**src/rtl/slac_pkg.sv**
```systemverilog
`timescale 1ns / 1ps

package slac_pkg;

	// Input transaction fields
	typedef struct packed {
		logic        operation;
		logic [31:0] now_ms;
		logic [7:0]  cmd_byte;
		logic [7:0]  arg_byte;
	} item_t;

	// Result transaction fields
	typedef struct packed {
		logic [9:0] duty_red;
		logic [9:0] duty_green;
		logic [9:0] duty_blue;
		logic [9:0] duty_white;
		logic       duties_written;
		logic [1:0] status;
	} result_t;

	// Occulting timing registers
	typedef struct packed {
		logic [15:0] occult_on_time;
		logic [15:0] occult_off_time;
	} cfg_t;

	// Color percents, index 0 red .. 3 white
	typedef logic [3:0][6:0] pct_t;

	typedef enum logic [1:0] {
		KIND_TICK,
		KIND_ASPECT,
		KIND_BRIGHT,
		KIND_IGNORE
	} kind_t;

	// Classified item handed from the front to the back
	typedef struct packed {
		kind_t       kind;
		logic [31:0] now_ms;
		pct_t        pct;
		logic [6:0]  bril;
		logic [1:0]  status;
		logic        occult;
	} entry_t;

	typedef enum logic [2:0] {
		BK_IDLE,
		BK_PREP,
		BK_LOAD,
		BK_STEP,
		BK_MOD,
		BK_PHASE,
		BK_DONE
	} back_state_t;

	localparam logic       OP_TICK = 1'b0;
	localparam logic [7:0] CMD_ASPECT = 8'd1;
	localparam logic [7:0] CMD_BRIGHT = 8'd2;

	localparam logic [1:0] ST_OK      = 2'd0;
	localparam logic [1:0] ST_DANGER  = 2'd1;
	localparam logic [1:0] ST_IGNORED = 2'd2;
	localparam logic [1:0] ST_CLAMPED = 2'd3;

	localparam int         CFG_IDX_W   = 1;
	localparam logic [0:0] CFG_OCC_ON  = 1'd0;
	localparam logic [0:0] CFG_OCC_OFF = 1'd1;

	localparam logic [7:0] ASPECT_COUNT  = 8'd10;
	localparam logic [3:0] ASPECT_DANGER = 4'd1;
	localparam logic [7:0] ASPECT_OCCULT = 8'd6;

	localparam logic [7:0] BRIL_MAX  = 8'd100;
	localparam logic [8:0] SUM_FLOOR = 9'd100;
	localparam logic [9:0] POWER_K   = 10'd1001;
	localparam logic [16:0] NUM_K    = 17'd10;

	localparam int DIV_STEPS = 10;
	localparam int MOD_STEPS = 32;

	// Aspect color table, already clamped to 100 percent per color
	function automatic pct_t aspect_pct(input logic [3:0] asp);
		pct_t p;
		unique case (asp)
			4'd0: p = {7'd0,   7'd0,   7'd0,   7'd0};
			4'd1: p = {7'd0,   7'd0,   7'd0,   7'd100};
			4'd2: p = {7'd0,   7'd0,   7'd50,  7'd50};
			4'd3: p = {7'd0,   7'd0,   7'd100, 7'd0};
			4'd4: p = {7'd0,   7'd100, 7'd0,   7'd0};
			4'd5: p = {7'd100, 7'd0,   7'd0,   7'd0};
			4'd6: p = {7'd0,   7'd0,   7'd50,  7'd50};
			4'd7: p = {7'd0,   7'd50,  7'd50,  7'd0};
			4'd8: p = {7'd0,   7'd50,  7'd0,   7'd50};
			4'd9: p = {7'd1,   7'd1,   7'd1,   7'd1};
			default: p = '0;
		endcase
		return p;
	endfunction

endpackage

```
**src/rtl/slac_front.sv**
```systemverilog
`timescale 1ns / 1ps

module slac_front #(
	parameter int DEPTH = 2
) (
	input  logic              clk,
	input  logic              arst_n,
	input  logic              push,
	input  slac_pkg::item_t   item,
	output logic              full,
	input  logic              deq,
	output logic              entry_valid,
	output slac_pkg::entry_t  entry
);

	localparam int PTR_W = $clog2(DEPTH);
	localparam int CNT_W = $clog2(DEPTH + 1);

	slac_pkg::entry_t         dec;
	slac_pkg::entry_t         queue_q [DEPTH];
	logic [PTR_W-1:0]         wr_ptr_q;
	logic [PTR_W-1:0]         rd_ptr_q;
	logic [CNT_W-1:0]         count_q;
	logic                     do_push;
	logic                     do_pop;

	// Classify the incoming transaction
	always_comb begin
		dec = '0;
		dec.now_ms = item.now_ms;
		dec.status = slac_pkg::ST_OK;
		if (item.operation == slac_pkg::OP_TICK) begin
			dec.kind = slac_pkg::KIND_TICK;
		end else begin
			unique case (item.cmd_byte)
				slac_pkg::CMD_ASPECT: begin
					if (item.arg_byte < slac_pkg::ASPECT_COUNT) begin
						dec.kind   = slac_pkg::KIND_ASPECT;
						dec.pct    = slac_pkg::aspect_pct(item.arg_byte[3:0]);
						dec.occult = (item.arg_byte == slac_pkg::ASPECT_OCCULT);
					end else begin
						dec.kind   = slac_pkg::KIND_IGNORE;
						dec.status = slac_pkg::ST_IGNORED;
					end
				end
				slac_pkg::CMD_BRIGHT: begin
					dec.kind = slac_pkg::KIND_BRIGHT;
					if (item.arg_byte > slac_pkg::BRIL_MAX) begin
						dec.bril   = slac_pkg::BRIL_MAX[6:0];
						dec.status = slac_pkg::ST_CLAMPED;
					end else begin
						dec.bril = item.arg_byte[6:0];
					end
				end
				default: begin
					// unknown code falls back to danger
					dec.kind   = slac_pkg::KIND_ASPECT;
					dec.pct    = slac_pkg::aspect_pct(slac_pkg::ASPECT_DANGER);
					dec.status = slac_pkg::ST_DANGER;
				end
			endcase
		end
	end

	assign full        = (count_q == CNT_W'(DEPTH));
	assign entry_valid = (count_q != '0);
	assign entry       = queue_q[rd_ptr_q];
	assign do_push     = push && !full;
	assign do_pop      = deq && entry_valid;

	// Queue storage
	always_ff @(posedge clk) begin
		if (do_push) begin
			queue_q[wr_ptr_q] <= dec;
		end
	end

	// Queue pointers
	always_ff @(posedge clk or negedge arst_n) begin
		if (!arst_n) begin
			wr_ptr_q <= '0;
			rd_ptr_q <= '0;
			count_q  <= '0;
		end else begin
			if (do_push) begin
				wr_ptr_q <= (wr_ptr_q == PTR_W'(DEPTH - 1)) ? '0 : wr_ptr_q + 1'b1;
			end
			if (do_pop) begin
				rd_ptr_q <= (rd_ptr_q == PTR_W'(DEPTH - 1)) ? '0 : rd_ptr_q + 1'b1;
			end
			if (do_push && !do_pop) begin
				count_q <= count_q + 1'b1;
			end else if (do_pop && !do_push) begin
				count_q <= count_q - 1'b1;
			end
		end
	end

endmodule

```
**src/rtl/slac_back.sv**
```systemverilog
`timescale 1ns / 1ps

module slac_back (
	input  logic              clk,
	input  logic              arst_n,
	input  slac_pkg::cfg_t    cfg,
	input  logic              entry_valid,
	input  slac_pkg::entry_t  entry,
	output logic              deq,
	output logic              empty,
	input  logic              pop,
	output slac_pkg::result_t result
);

	slac_pkg::back_state_t state_q, state_d;

	logic                railway_q;
	slac_pkg::pct_t      pct_q;
	logic [6:0]          bril_q;
	logic                dirty_q;
	logic                occ_en_q;
	logic                lit_q;
	logic [3:0][9:0]     duty_q;
	logic [18:0]         den_q;
	logic [26:0]         rem_q;
	logic [27:0]         dsh_q;
	logic [9:0]          quo_q;
	logic [1:0]          col_q;
	logic [4:0]          step_q;
	logic                chk_occ_q;
	logic                written_q;
	logic [1:0]          status_q;
	logic [31:0]         now_q;
	logic [16:0]         mrem_q;
	slac_pkg::result_t   out_q;
	logic                out_valid_q;

	logic [8:0]          sum;
	logic [8:0]          sum_c;
	logic [18:0]         den_next;
	logic [13:0]         pb;
	logic [16:0]         num17;
	logic                ge;
	logic [9:0]          quo_next;
	logic [16:0]         period;
	logic [17:0]         mtrial;
	logic                lit;
	logic                div_last;
	logic                mod_last;
	logic                out_load;
	logic                to_occ;

	// Power limit denominator: 1001 * max(100, color sum)
	assign sum      = 9'(pct_q[0]) + 9'(pct_q[1]) + 9'(pct_q[2]) + 9'(pct_q[3]);
	assign sum_c    = (sum < slac_pkg::SUM_FLOOR) ? slac_pkg::SUM_FLOOR : sum;
	assign den_next = 19'(sum_c) * 19'(slac_pkg::POWER_K);

	// Numerator pct * bril * 10240
	assign pb    = 14'(pct_q[col_q]) * 14'(bril_q);
	assign num17 = 17'(pb) * slac_pkg::NUM_K;

	// Restoring divide step
	assign ge       = ({1'b0, rem_q} >= dsh_q);
	assign quo_next = {quo_q[8:0], ge};
	assign div_last = (step_q == 5'(slac_pkg::DIV_STEPS - 1));

	// Occulting phase: remainder of now over the period, one bit a cycle
	assign period   = 17'(cfg.occult_on_time) + 17'(cfg.occult_off_time);
	assign mtrial   = {mrem_q, now_q[31]};
	assign mod_last = (step_q == 5'(slac_pkg::MOD_STEPS - 1));
	assign lit      = (period != '0) && (mrem_q < 17'(cfg.occult_on_time));
	assign to_occ   = chk_occ_q && occ_en_q;

	assign out_load = (state_q == slac_pkg::BK_DONE) && (!out_valid_q || pop);
	assign empty    = !out_valid_q;
	assign result   = out_q;

	// Next state
	always_comb begin
		state_d = state_q;
		deq     = 1'b0;
		unique case (state_q)
			slac_pkg::BK_IDLE: begin
				if (entry_valid) begin
					deq = 1'b1;
					unique case (entry.kind)
						slac_pkg::KIND_ASPECT: state_d = slac_pkg::BK_PREP;
						slac_pkg::KIND_TICK: begin
							priority if (!railway_q) state_d = slac_pkg::BK_DONE;
							else if (dirty_q) state_d = slac_pkg::BK_PREP;
							else if (occ_en_q) state_d = slac_pkg::BK_MOD;
							else state_d = slac_pkg::BK_DONE;
						end
						default: state_d = slac_pkg::BK_DONE;
					endcase
				end
			end
			slac_pkg::BK_PREP: state_d = slac_pkg::BK_LOAD;
			slac_pkg::BK_LOAD: state_d = slac_pkg::BK_STEP;
			slac_pkg::BK_STEP: begin
				if (div_last) begin
					priority if (col_q != 2'd3) state_d = slac_pkg::BK_LOAD;
					else if (to_occ) state_d = slac_pkg::BK_MOD;
					else state_d = slac_pkg::BK_DONE;
				end
			end
			slac_pkg::BK_MOD: begin
				if (mod_last) state_d = slac_pkg::BK_PHASE;
			end
			slac_pkg::BK_PHASE: begin
				state_d = (lit != lit_q && lit) ? slac_pkg::BK_PREP : slac_pkg::BK_DONE;
			end
			slac_pkg::BK_DONE: begin
				if (out_load) state_d = slac_pkg::BK_IDLE;
			end
			default: state_d = slac_pkg::BK_IDLE;
		endcase
	end

	always_ff @(posedge clk or negedge arst_n) begin
		if (!arst_n) begin
			state_q <= slac_pkg::BK_IDLE;
		end else begin
			state_q <= state_d;
		end
	end

	// Lamp state and control registers
	always_ff @(posedge clk or negedge arst_n) begin
		if (!arst_n) begin
			railway_q   <= 1'b0;
			pct_q       <= '0;
			bril_q      <= slac_pkg::BRIL_MAX[6:0];
			dirty_q     <= 1'b0;
			occ_en_q    <= 1'b0;
			lit_q       <= 1'b0;
			duty_q      <= '0;
			col_q       <= '0;
			step_q      <= '0;
			chk_occ_q   <= 1'b0;
			written_q   <= 1'b0;
			status_q    <= slac_pkg::ST_OK;
			out_valid_q <= 1'b0;
		end else begin
			unique case (state_q)
				slac_pkg::BK_IDLE: begin
					if (entry_valid) begin
						status_q <= entry.status;
						step_q   <= '0;
						unique case (entry.kind)
							slac_pkg::KIND_ASPECT: begin
								railway_q <= 1'b1;
								occ_en_q  <= entry.occult && (cfg.occult_on_time != '0)
									&& (cfg.occult_off_time != '0);
								pct_q     <= entry.pct;
								written_q <= 1'b1;
								chk_occ_q <= 1'b0;
							end
							slac_pkg::KIND_BRIGHT: begin
								bril_q    <= entry.bril;
								dirty_q   <= 1'b1;
								written_q <= 1'b0;
								chk_occ_q <= 1'b0;
							end
							slac_pkg::KIND_TICK: begin
								if (railway_q && dirty_q) begin
									dirty_q   <= 1'b0;
									written_q <= 1'b1;
									chk_occ_q <= 1'b1;
								end else begin
									written_q <= 1'b0;
									chk_occ_q <= 1'b0;
								end
							end
							default: begin
								written_q <= 1'b0;
								chk_occ_q <= 1'b0;
							end
						endcase
					end
				end
				slac_pkg::BK_PREP: begin
					col_q <= '0;
				end
				slac_pkg::BK_LOAD: begin
					step_q <= '0;
				end
				slac_pkg::BK_STEP: begin
					if (div_last) begin
						duty_q[col_q] <= quo_next;
						col_q         <= col_q + 1'b1;
						step_q        <= '0;
					end else begin
						step_q <= step_q + 1'b1;
					end
				end
				slac_pkg::BK_MOD: begin
					step_q <= step_q + 1'b1;
				end
				slac_pkg::BK_PHASE: begin
					chk_occ_q <= 1'b0;
					if (lit != lit_q) begin
						lit_q     <= lit;
						written_q <= 1'b1;
						if (!lit) duty_q <= '0;
					end
				end
				slac_pkg::BK_DONE: ;
				default: ;
			endcase
			// Result register: loads when free or being drained
			if (out_load) begin
				out_valid_q <= 1'b1;
			end else if (pop) begin
				out_valid_q <= 1'b0;
			end
		end
	end

	// Arithmetic datapath
	always_ff @(posedge clk) begin
		if (state_q == slac_pkg::BK_IDLE && entry_valid) begin
			now_q  <= entry.now_ms;
			mrem_q <= '0;
		end
		if (state_q == slac_pkg::BK_PREP) begin
			den_q <= den_next;
		end
		if (state_q == slac_pkg::BK_LOAD) begin
			rem_q <= {num17, 10'b0};
			dsh_q <= 28'(den_q) << (slac_pkg::DIV_STEPS - 1);
			quo_q <= '0;
		end
		if (state_q == slac_pkg::BK_STEP) begin
			if (ge) rem_q <= 27'({1'b0, rem_q} - dsh_q);
			dsh_q <= dsh_q >> 1;
			quo_q <= quo_next;
		end
		if (state_q == slac_pkg::BK_MOD) begin
			mrem_q <= (mtrial >= {1'b0, period}) ? 17'(mtrial - {1'b0, period})
				: mtrial[16:0];
			now_q  <= {now_q[30:0], 1'b0};
		end
		if (out_load) begin
			out_q.duty_red       <= duty_q[0];
			out_q.duty_green     <= duty_q[1];
			out_q.duty_blue      <= duty_q[2];
			out_q.duty_white     <= duty_q[3];
			out_q.duties_written <= written_q;
			out_q.status         <= status_q;
		end
	end

endmodule

```
**src/rtl/signal_lamp_aspect_controller_unit.sv**
```systemverilog
`timescale 1ns / 1ps

// Channel  Handshake          Payload
// -------  -----------------  ------------------------------------------
// item     push / full        operation, now_ms, cmd_byte, arg_byte
// result   empty / pop        duty_red/green/blue/white, duties_written, status
// config   cfg_we             cfg_index, cfg_data (occult on/off times)
//
// Items are classified on entry and wait in a short queue; the back end
// runs them one at a time. Brightness and ignored commands go straight to
// the result, an aspect runs a 10-step divider per color (four colors),
// an occulting tick a bitwise mod of now by the period and, if the lamp
// lights, the divider; a dirty tick the divider, then the mod if occulting.
// Reset clears lamp state but sets brightness to 100. full rises only when
// the queue is full; a waiting result stalls the back end, not the intake.

module signal_lamp_aspect_controller_unit #(
	parameter int QUEUE_DEPTH = 2
) (
	input  logic                             clk,
	input  logic                             arst_n,
	input  logic                             push,
	input  slac_pkg::item_t                  item,
	output logic                             full,
	output logic                             empty,
	input  logic                             pop,
	output slac_pkg::result_t                result,
	input  logic                             cfg_we,
	input  logic [slac_pkg::CFG_IDX_W-1:0]   cfg_index,
	input  logic [15:0]                      cfg_data
);

	slac_pkg::cfg_t   cfg_q;
	slac_pkg::entry_t entry;
	logic             entry_valid;
	logic             deq;

	// Configuration registers
	always_ff @(posedge clk or negedge arst_n) begin
		if (!arst_n) begin
			cfg_q.occult_on_time  <= 16'd600;
			cfg_q.occult_off_time <= 16'd300;
		end else if (cfg_we) begin
			unique case (cfg_index)
				slac_pkg::CFG_OCC_ON:  cfg_q.occult_on_time  <= cfg_data;
				slac_pkg::CFG_OCC_OFF: cfg_q.occult_off_time <= cfg_data;
				default: ;
			endcase
		end
	end

	slac_front #(
		.DEPTH (QUEUE_DEPTH)
	) u_front (
		.clk         (clk),
		.arst_n      (arst_n),
		.push        (push),
		.item        (item),
		.full        (full),
		.deq         (deq),
		.entry_valid (entry_valid),
		.entry       (entry)
	);

	slac_back u_back (
		.clk         (clk),
		.arst_n      (arst_n),
		.cfg         (cfg_q),
		.entry_valid (entry_valid),
		.entry       (entry),
		.deq         (deq),
		.empty       (empty),
		.pop         (pop),
		.result      (result)
	);

	// Forced danger always rewrites and lights red only
	a_danger_red_only: assert property (@(posedge clk) disable iff (!arst_n)
		(!empty && result.status == slac_pkg::ST_DANGER) |->
		(result.duties_written && result.duty_green == '0 &&
		 result.duty_blue == '0 && result.duty_white == '0))
		else $error("danger result lit a colour other than red");

	// Ignored and clamped brightness commands never rewrite the duties
	a_no_write: assert property (@(posedge clk) disable iff (!arst_n)
		(!empty && (result.status == slac_pkg::ST_IGNORED ||
		 result.status == slac_pkg::ST_CLAMPED)) |-> !result.duties_written)
		else $error("non-writing command reported a duty write");

	// Power limit keeps every duty below full scale
	a_duty_max: assert property (@(posedge clk) disable iff (!arst_n)
		!empty |-> (result.duty_red != 10'd1023 && result.duty_green != 10'd1023 &&
		 result.duty_blue != 10'd1023 && result.duty_white != 10'd1023))
		else $error("duty reached full scale");

endmodule
```
**config.mk**
```make
export PLATFORM = sky130hd
export DESIGN_NAME = signal_lamp_aspect_controller_unit
export DESIGN_NICKNAME = d
export VERILOG_FILES = /design/src/rtl/slac_pkg.sv /design/src/rtl/slac_front.sv /design/src/rtl/slac_back.sv /design/src/rtl/signal_lamp_aspect_controller_unit.sv
export SDC_FILE = /design/constraint.sdc
export NUM_CORES = 1
export LEC_CHECK = 0
export BUFFER_PORTS_ARGS = -buffer_cell sky130_fd_sc_hd__buf_2
export CELL_PAD_IN_SITES_DETAIL_PLACEMENT = 0
export CELL_PAD_IN_SITES_GLOBAL_PLACEMENT = 1
export CORE_MARGIN = 2
export CORE_UTILIZATION = 46
export DETAILED_ROUTE_END_ITERATION = 8
export GPL_TIMING_DRIVEN = 0
export MAX_ROUTING_LAYER = met4
export PLACE_DENSITY_LB_ADDON = 0.1
export SLEW_MARGIN = 15
export SYNTH_ARGS = -nofsm -noshare
export SYNTH_HDL_FRONTEND = slang
export SYNTH_SLANG_ARGS = --single-unit
```
**constraint.sdc**
```tcl
create_clock -name clk -period 9.47 [get_ports clk]
set_input_delay 0.4735 -clock clk [delete_from_list [all_inputs] [get_ports clk]]
set_output_delay 0.4735 -clock clk [all_outputs]
set_load 0.1 [all_outputs]
```
==> reports/qor.csv <==
metric,value,unit
start_kind,flop,
grt_pass1_wl,79.8,mm
maxSlewViolCount,0,
tns,0,ps
yosysWarnings,0,
synth_nets,2411,
status,"complete, no violations",
ys_types,84,
rsz0062_at_grt,false,
synth_seq_cells,397,
cts_inserted_buffers,44,
setup_viol,0,
die-area,0.0518,mm2
cts-root-buf,clkbuf_16,
cp_slowest_cell,fa_1,
fin_ws,1850,ps
drt_iter0_drc,809,
fin_cells,2957,
wl_per_cell,16.5,um
startpoint,u_back.pct_q[21],
cp.arrival,7910,ps
drt_first_pass_iters,5,
track_usage,0.200,
mostFrequentLayoutCell,edfxtp_1,
portBuffers,114,
grt_max_degree,72,
final_cell_mix,"255 x edfxtp_1, 204 x inv_1, 203 x ha_1",
ys.flop_type,edfxtp_1,
grt_remaining_overflow,0,
start_util,0.468,
syn_inst,2086,
antenna_left,0,
core.rowCount,81,
die_h,228,um
fmaxAchievable,0.131,GHz
ios,116,
slowest_delay,560,ps
antenna_found_initial,1,
synth_area,0.0230,mm2
htree_levels,2,
syn_avg_cell_area,11.0,um2
areaGrowthSynthToFinish,13.3,%
routed_via_density,5.24,
cts_tree,done,
dpl.hpwl,37.7,mm
end_kind,flop,
layout-drive-gt1-share,0.123,
core-area,0.0492,mm2
dpl_worst_slack,1810,ps
grt_pass1_vias,15700,
yosysSeqAreaShare,0.481,
gp_congestion,0.827,
clk_latency,560,ps
cts_sinks,397,
synthArstFlopShare,0.285,
holdPathStages,1,
required,9760,ps
clk_pin_slew,60,ps
wl,48.9,mm
relSlewSlack,0.218,
nNetsFinal,2583,
finalHoldViolCount,0,
max_cap_violations,0,
dp.cells,2875,
path_max_fanout,11,
synth_edf_count,255,
vias,15500,
drc,0,
clk_path_buf_depth,3,
reg2regPathDepth,28,
period_share,0.805,
final.min_clock_period,7620,ps
hp-class,input port to flop,
tightest_slew,1160,ps
hold_end,u_front.queue_q[0][65],
min-delay-start,item[43],
worst-r2r-setup-slack,1850,ps
timing.rr.start,u_back.pct_q[21],
die_x,228,um
clock_skew,15.7,ps
path_class,flop to flop,
timing.rr.end,u_back.den_q[18],
==> cells in the mapped netlist (14+ instances only) <==
library cell / n / share of area
xnor2_1: 58 / 0.022
o31ai_1: 20 / 0.0065
nor2b_1: 17 / 0.0046
fa_1: 51 / 0.044
nor2_1: 120 / 0.020
and3_1: 21 / 0.0057
a21oi_1: 92 / 0.020
o31ai_2: 20 / 0.011
a211oi_1: 27 / 0.0088
inv_1: 204 / 0.033
o21bai_1: 16 / 0.0052
xor2_1: 34 / 0.013
dfrtp_1: 102 / 0.11
mux2i_1: 79 / 0.034
nor3_1: 24 / 0.0052
and2_1: 46 / 0.013
edfxtp_1: 255 / 0.33
clkbuf_1: 46 / 0.0075
nand2b_1: 14 / 0.0038
nand3_1: 31 / 0.0067
mux2_2: 20 / 0.0098
a21o_1: 31 / 0.010
o21ai_0: 138 / 0.030
dfxtp_1: 29 / 0.025
nand2_1: 202 / 0.033
ha_1: 203 / 0.11
==> cell families (layout without fill, tap and decap cells) <==
family	Yosys count	after routing	share of synthesized area
flip-flops	397	397	0.481
XOR/XNOR	93	93	0.0357
adder cells (fa/ha/maj)	254	254	0.155
buffers and inverters	265	471	0.0446
AND/OR/NAND/NOR	533	533	0.110
AO/OA/AOI/OAI	442	442	0.127
other	0	1	0
multiplexers	102	102	0.0468
==> sequential cells by signal, indices dropped and copies added, names as in the netlist, 2 cells and up <==
register         cells
cfg_q               32
u_back.bril_q        7
u_back.col_q         2
u_back.den_q        18
u_back.dsh_q        28
u_back.duty_q       40
u_back.mrem_q       17
u_back.now_q        32
u_back.pct_q        11
u_back.quo_q         9
u_back.rem_q        27
u_back.result       43
u_back.state_q       3
u_back.status_q      2
u_back.step_q        5
u_front.count_q      2
u_front.queue_q    110
==> timing repair <==
action / in CTS / in global routing
setup buffers: 0 / 0
endpoints found under the hold margin: 34 / 0
resized for setup: 0 / 0
hold buffers: 1 / 0
==> cell type report <==
type                            instances  area [um2]
Inverter                              204         766
Tap cell                              664         831
Timing Repair Buffer                  126         747
Sequential cell                       397       11100
Fill cell                            4405       23100
Buffer                                 61         263
Clock inverter                         23         218
Antenna cell                            1        2.50
Multi-Input combinational cell       1424       10900
Clock buffer                           57        1240
==> per-layer routing <==
metal,GRT usage,part of all wire,routed length (um),vias to the layer above
met3,0.0311,0.036,1740,67
met1,0.268,0.48,23700,7420
met4,0.0512,0.020,987,0
met2,0.319,0.46,22500,202
li1,-,-,-,7797
met5,-,0,0,-
==> worst max-delay path by stage <==
| stage | slack [ps] | to | cells past startpoint |
|---|---|---|---|
| after floorplan | 2550 | u_back.den_q[18] | 28 |
| after global placement | 1840 | u_back.den_q[18] | 28 |
| after detailed placement | 1810 | u_back.den_q[18] | 28 |
| after CTS | 1760 | u_back.den_q[18] | 28 |
| after global routing | 1310 | u_back.den_q[18] | 25 |
| final | 1850 | u_back.den_q[18] | 28 |
==> metrics by stage <==
step	hold slack (ps)	instance area, um2	utilization
2_1_floorplan	178	23000	-
3_3_place_gp	431	24400	0.497
3_5_place_dp	424	24600	0.501
4_1_cts	60.1	26100	0.531
5_1_grt	70.4	26100	0.531
6_report	96.3	26100	0.531
==> critical path: cells and delay by family (launching register included) <==
family                   cells  cell delay (ps)
adder cells (fa/ha/maj)      9             3820
flip-flops                   1              510
AND/OR/NAND/NOR              1              510
AO/OA/AOI/OAI               11             1910
XOR/XNOR                     2              300
buffers and inverters        5              310
Power is left out: the tool's default activity adds up to more than one toggle a clock period on the data nets, which glitch-free logic cannot reach.
